### src/rtl/core/psm_pkg.sv
package psm_pkg;

  // command codes carried in tuser
  localparam logic [2:0] CMD_TICK  = 3'd0;
  localparam logic [2:0] CMD_PLAY  = 3'd1;
  localparam logic [2:0] CMD_STOP  = 3'd2;
  localparam logic [2:0] CMD_WRITE = 3'd3;
  localparam logic [2:0] CMD_BIND  = 3'd4;

  localparam int CMD_W      = 3;
  localparam int VIDX_W     = 3;
  localparam int GAIN_W     = 16;
  localparam int ADDR_W     = 16;
  localparam int SMP_W      = 16;
  localparam int POS_W      = 17;
  localparam int SUM_W      = 18;   // base plus position before wrap
  localparam int PROD_W     = 33;   // signed sample times unsigned gain
  localparam int TERM_W     = 18;   // one voice contribution after the q15 shift
  localparam int MIX_W      = 19;
  localparam int ACT_W      = 4;
  localparam int IN_DATA_W  = 72;
  localparam int OUT_DATA_W = 24;

  localparam logic [MIX_W-1:0] MIX_POS_LIMIT = 19'h3FFFF;
  localparam logic [MIX_W-1:0] MIX_NEG_LIMIT = 19'h40000;

  typedef struct packed {
    logic busy;
    logic done;
  } mod_stat_t;

endpackage

### src/rtl/core/psm_addr_mod.sv
module psm_addr_mod #(
  parameter int SAMPLE_DEPTH = 65536
) (
  input  logic                            clk,
  input  logic                            rst_n,
  input  logic                            start,
  input  logic [psm_pkg::SUM_W-1:0]       x_in,
  output psm_pkg::mod_stat_t              stat,
  output logic [$clog2(SAMPLE_DEPTH)-1:0] addr_out
);
  import psm_pkg::*;

  localparam int AW = $clog2(SAMPLE_DEPTH);
  localparam int XW = SUM_W;
  localparam int SH = XW + AW;
  localparam int RW = XW + 2;
  localparam int QW = (XW + 1 > AW) ? XW + 1 - AW : 1;
  localparam int PW = (XW + RW > SH + QW) ? XW + RW : SH + QW;
  localparam longint RECIP = ((longint'(1) << SH) + longint'(SAMPLE_DEPTH) - 1)
                             / longint'(SAMPLE_DEPTH);
  localparam logic [RW-1:0] RECIP_V = RW'(RECIP);

  logic [XW-1:0] x_r;
  logic [QW-1:0] q_r;
  logic [XW-1:0] rem_r;
  logic [1:0]    step_r;
  logic          done_r;
  logic [PW-1:0] prod;

  // quotient from a rounded-up reciprocal, exact for every x below 2**XW,
  // then the remainder by one multiply and subtract
  assign prod = PW'(x_r) * PW'(RECIP_V);

  always_ff @(posedge clk) begin
    if (!rst_n) begin
      step_r <= '0;
      done_r <= 1'b0;
    end else begin
      step_r <= {step_r[0], start};
      done_r <= step_r[1];
    end
  end

  always_ff @(posedge clk) begin
    if (start) begin
      x_r <= x_in;
    end
    if (step_r[0]) begin
      q_r <= prod[SH +: QW];
    end
    if (step_r[1]) begin
      rem_r <= x_r - XW'(q_r) * XW'(SAMPLE_DEPTH);
    end
  end

  assign stat.busy = |step_r;
  assign stat.done = done_r;
  assign addr_out  = AW'(rem_r);

endmodule

### config.mk
export PLATFORM = sky130hd
export DESIGN_NAME = psm_addr_mod
export DESIGN_NICKNAME = d
export VERILOG_FILES = /design/src/rtl/core/psm_pkg.sv /design/src/rtl/core/psm_addr_mod.sv
export SDC_FILE = /design/constraint.sdc
export NUM_CORES = 1
export LEC_CHECK = 0
export BUFFER_PORTS_ARGS = -buffer_cell sky130_fd_sc_hd__buf_2
export CORE_ASPECT_RATIO = 0.6
export CORE_UTILIZATION = 46
export DETAILED_ROUTE_END_ITERATION = 10
export PLACE_DENSITY = 0.87
export SLEW_MARGIN = 20
export SYNTH_ARGS = -nofsm -noshare
export SYNTH_HDL_FRONTEND = slang
export SYNTH_SLANG_ARGS = --single-unit
### constraint.sdc
create_clock -name clk -period 1.1 [get_ports clk]
set_input_delay 0.22 -clock clk [delete_from_list [all_inputs] [get_ports clk]]
set_output_delay 0.22 -clock clk [all_outputs]
set_load 0.01 [all_outputs]
* Word-level counts from Yosys, hierarchy flattened
Index checks and enable logic that the tools add are counted.
** Operators by class
- $add $sub $neg :: 1
- Reductions and logical operators :: 1
** Operators with widths (number)
- $sub A16 B1 Y16 const B :: 1
- $reduce_or A2 Y1 :: 1
** Storage, ports and cells
- Logic and storage cells :: 6
- Input bits :: 21
- Output and inout bits :: 18
- Flip-flop bits (word level) :: 35

* Logic depth before layout (Yosys ltp)
- Depth after elaboration :: 1
- Mapped depth :: 1
- Depth with buffers taken out :: 1

* Worst setup path before layout
Ideal clock, no wire load.
- Kind :: register to output
- Start point :: reg step_r[1]
- End point :: out stat[1] in the netlist's numbering
- Data required time :: 0.880 ns
- Arrival :: 0.860 ns
- Path slack :: 0.020 ns
- Cell stages (with the launch flop) :: 2
- Buffers on the path :: 0
- Path through :: dfxtp_1 or2_1
** RTL lines
- from (decl) :: RTL line psm_addr_mod.sv:26 : logic [1:0] step_r;
- from (signal assigned) :: RTL line psm_addr_mod.sv:39 : step_r <= {step_r[0], start};
- to (decl) :: RTL line psm_addr_mod.sv:8 : output psm_pkg::mod_stat_t stat,

==> summary.md <==
| Metric | Value |
|---|---|
| Hold Fails Final Rpt | 0 |
| Period utilization | 106% |
| Unrepaired setup endpoints after global routing | yes |
| Drc violations | 0 |
| #FFs+latches synth | 35 |
| Path depth of the worst reg2reg path | 2 |
| Highest ir drop seen on vdd | 0.000906 V |
| Via count | 500 |
| Simple-gate share of the synthesized area | 2.49% |
| Max-Slew Margin vs Limit | 76.3% |
| Post-Syn Instances | 40 |
| Post-layout worst setup margin | -0.0680 ns |
| Clock-pin transition on the worst setup and hold timing paths | 0.06 ns |
| Number of global-route vias before repair | about 470 |
| Average instance area after synthesis | 26.4 sq um |
| Xor and xnor fraction of the mapped netlist area | 0% |
| Tot GR Track Use | 11.8% |
| Average via count per standard cell | ~4.3 |
| Floorplan die area | ~2500 sq um |
| Status | finished with violations |
| Remaining Overflow, GRT | 0 |
| Pre-Repair DR Iteration Count | 3 |
| Max-cap violations | 0 |
| Data required time at the worst endpoint | between 0.8 and 0.9 ns |
| First DRT Iteration DRCs | 2 |
| Crit path capture type | output pin |
| R2R Path Start | step_r[1]$_SDFF_PN0_ |
| End of the worst register-to-register path | rem_r[12]$_DFFE_PP_ |
| Die width | 63.8 um |
| Finished Layout Cells | 116 |
| Routed length per instance | 11.3 um |
| Number of antenna violations at the first check in global routing | 0 |
| Crit. Startpoint | step_r[1]$_SDFF_PN0_ |
| Worst slack after detailed placement | 0.179 ns |
| H-tree depth | 2 |
| Wire length of the first global-routing pass | 1880 um |
| Critical setup path kind | flop to output pin |
| Synth Area in Compound Gates | 0% |
| Final routed wirelength across all metal layers | 1310 um |
| Minimum clock period | 1.17 ns |
| Setup Skew | ~0.0029 ns |
| Summed area of non-filler cells in the final layout | 1390 sq um |
| Warnings, synthesis | 0 |
| Worst Setup EP | stat[1] |
| Final cell utilization of the core | 64.0% |
| Class of the tightest hold or removal check | primary input to flop |
| Ant. Diodes | 0 |
| Post-synthesis adder-cell area fraction | 0% |
| Cell area after placement | ~1300 sq um |
| Post-Synthesis Net Count | 61 |
| Number of buffers added by the clock tree synthesis step | 5 |
| Dominant combinational cell family by area after synthesis | simple AND/OR/NAND/NOR gates |
| # port buffers | 36 |
| Maximum clock path buffer count | 2 |
| Clock insertion delay at the later pin of the skew report | between 0.2 and 0.3 ns |
| Routability congestion estimate | 0.577 |
| Startpoint class of the critical path | flop |
| Worst Tran Pin Value | 0.355 ns |
| Height of the chip | 39.1 um |
| Post-detailed-route count of antenna-violating nets | 0 |
| CTS tree | built |
| Cell Area, Synth | between 1000 and 1500 sq um |
| TritonCTS Sinks | 35 |
| Hold path startpoint | x_in[7] |
| R2r setup slk | 0.22 ns |
| Effective utilization at floorplan | between 40% and 50% |
| Power density relative to cell area | 1780 nW/um^2 |
| Fraction of layout cells with a size suffix above 1 | 54.7% |
| Number of buffers inserted by hold repair at cts | 0 |
| Nets | 106 |
| Number of pins exceeding their max-slew limit in the final report | 0 |
| Distinct cell type count of the synthesized netlist | 6 |
| Multiplexer share of the synthesized area | 0% |
| Critical path peak fanout | 2 |
| Sequential-to-total area share from yosys stat | a little over nine tenths |
| Floorplan core area | 2160 sq um |
| Total I/O pin count | 39 |
| Leading cell type in the layout, fill and taps excluded | sky130_fd_sc_hd__buf_2 |
| Count of final setup violators | 1 |
| Most used cells in the layout excluding fill and tap cells | sky130_fd_sc_hd__buf_2, sky130_fd_sc_hd__edfxtp_1, sky130_fd_sc_hd__clkbuf_8 |
| Layout overhead on the synthesized area | 31.3% |
| Clk root buf | sky130_fd_sc_hd__clkbuf_8 |
| Maximum number of pins on one net before global-route repair | 18 |
| Achievable clock frequency | 0.856 GHz |
| Row count | 13 |
| Worst path arrival time | between 0.9 and 1 ns |
| Leakage power summed over all cells | roughly 0.55 nW |
| Final worst hold slack | 0.117 ns |
| Placed insts | 107 |
| Failing checks | negative setup slack |
report_power, final:
group / internal (W) / switching, W
Combinational: 0.0000480 / 0.0000483
Clock: 0.000430 / 0.000389
Sequential: 0.00154 / 0.0000159
cell usage after synthesis:
library cell | n | area, sq um
sky130_fd_sc_hd__and2_1 | 2 | 12.5
sky130_fd_sc_hd__dfxtp_1 | 3 | 60.1
sky130_fd_sc_hd__edfxtp_1 | 32 | 961
sky130_fd_sc_hd__and2_2 | 1 | 7.51
sky130_fd_sc_hd__or2_1 | 1 | 6.26
sky130_fd_sc_hd__buf_4 | 1 | 7.51
worst min-delay path by stage:
stage | to | slack (ns) | cells past startpoint
6_report | x_r[7]$_DFFE_PP_ | 0.12 | 1
5_1_grt | x_r[9]$_DFFE_PP_ | 0.11 | 1
4_1_cts | x_r[7]$_DFFE_PP_ | 0.10 | 1
3_5_place_dp | x_r[1]$_DFFE_PP_ | 0.40 | 1
3_3_place_gp | x_r[6]$_DFFE_PP_ | 0.40 | 1
2_1_floorplan | x_r[0]$_DFFE_PP_ | 0.32 | 0
per-layer routing:
metal | track usage (%) | wire length, um | up-vias
met5 | 0 | 0 | -
met4 | 8.52 | 14 | 0
met3 | 6.18 | 117 | 2
met2 | 18.6 | 612 | 27
met1 | 12.7 | 564 | 230
li1 | - | - | 241
critical path, stage by stage (launching register included):
cell and delay [ns]:
sky130_fd_sc_hd__dfxtp_4 0.34, sky130_fd_sc_hd__or2_1 0.20, sky130_fd_sc_hd__buf_2 0.14
metrics by stage:
stage / setup TNS, ns / total power (W)
after floorplan: 0 / 0.00160
after global placement: 0 / 0.00167
after detailed placement: 0 / 0.00168
after CTS: -0.0819 / 0.00249
after global routing: -0.107 / 0.00255
final: -0.0680 / 0.00247
kinds of logic after synthesis:
group	Yosys count
and+or+nand+nor	4
buffers and inverters	1
DFF	35
sequential cells by signal, summed over array words and instances (netlist names):
register  cells
step_r        2
rem_r        16
x_r          16
done_r        1
what timing repair did:
action	CTS	global route
setup buffers	1	0
endpoints found under the setup margin	1	1
gates cloned	0	0
endpoints found under the hold margin	0	0
pin swaps	1	0
gates resized for setup	3	0
cell type report:
| cell class | instances | area, sq um |
|---|---|---|
| Clock buffer | 6 | 72.6 |
| Clock inverter | 2 | 7.51 |
| Fill cell | 167 | 778 |
| Multi-Input combinational cell | 4 | 26.3 |
| Sequential cell | 35 | 1030 |
| Tap cell | 30 | 37.5 |
| Timing Repair Buffer | 39 | 215 |
No activity file was read; power rests on OpenSTA's default activity.
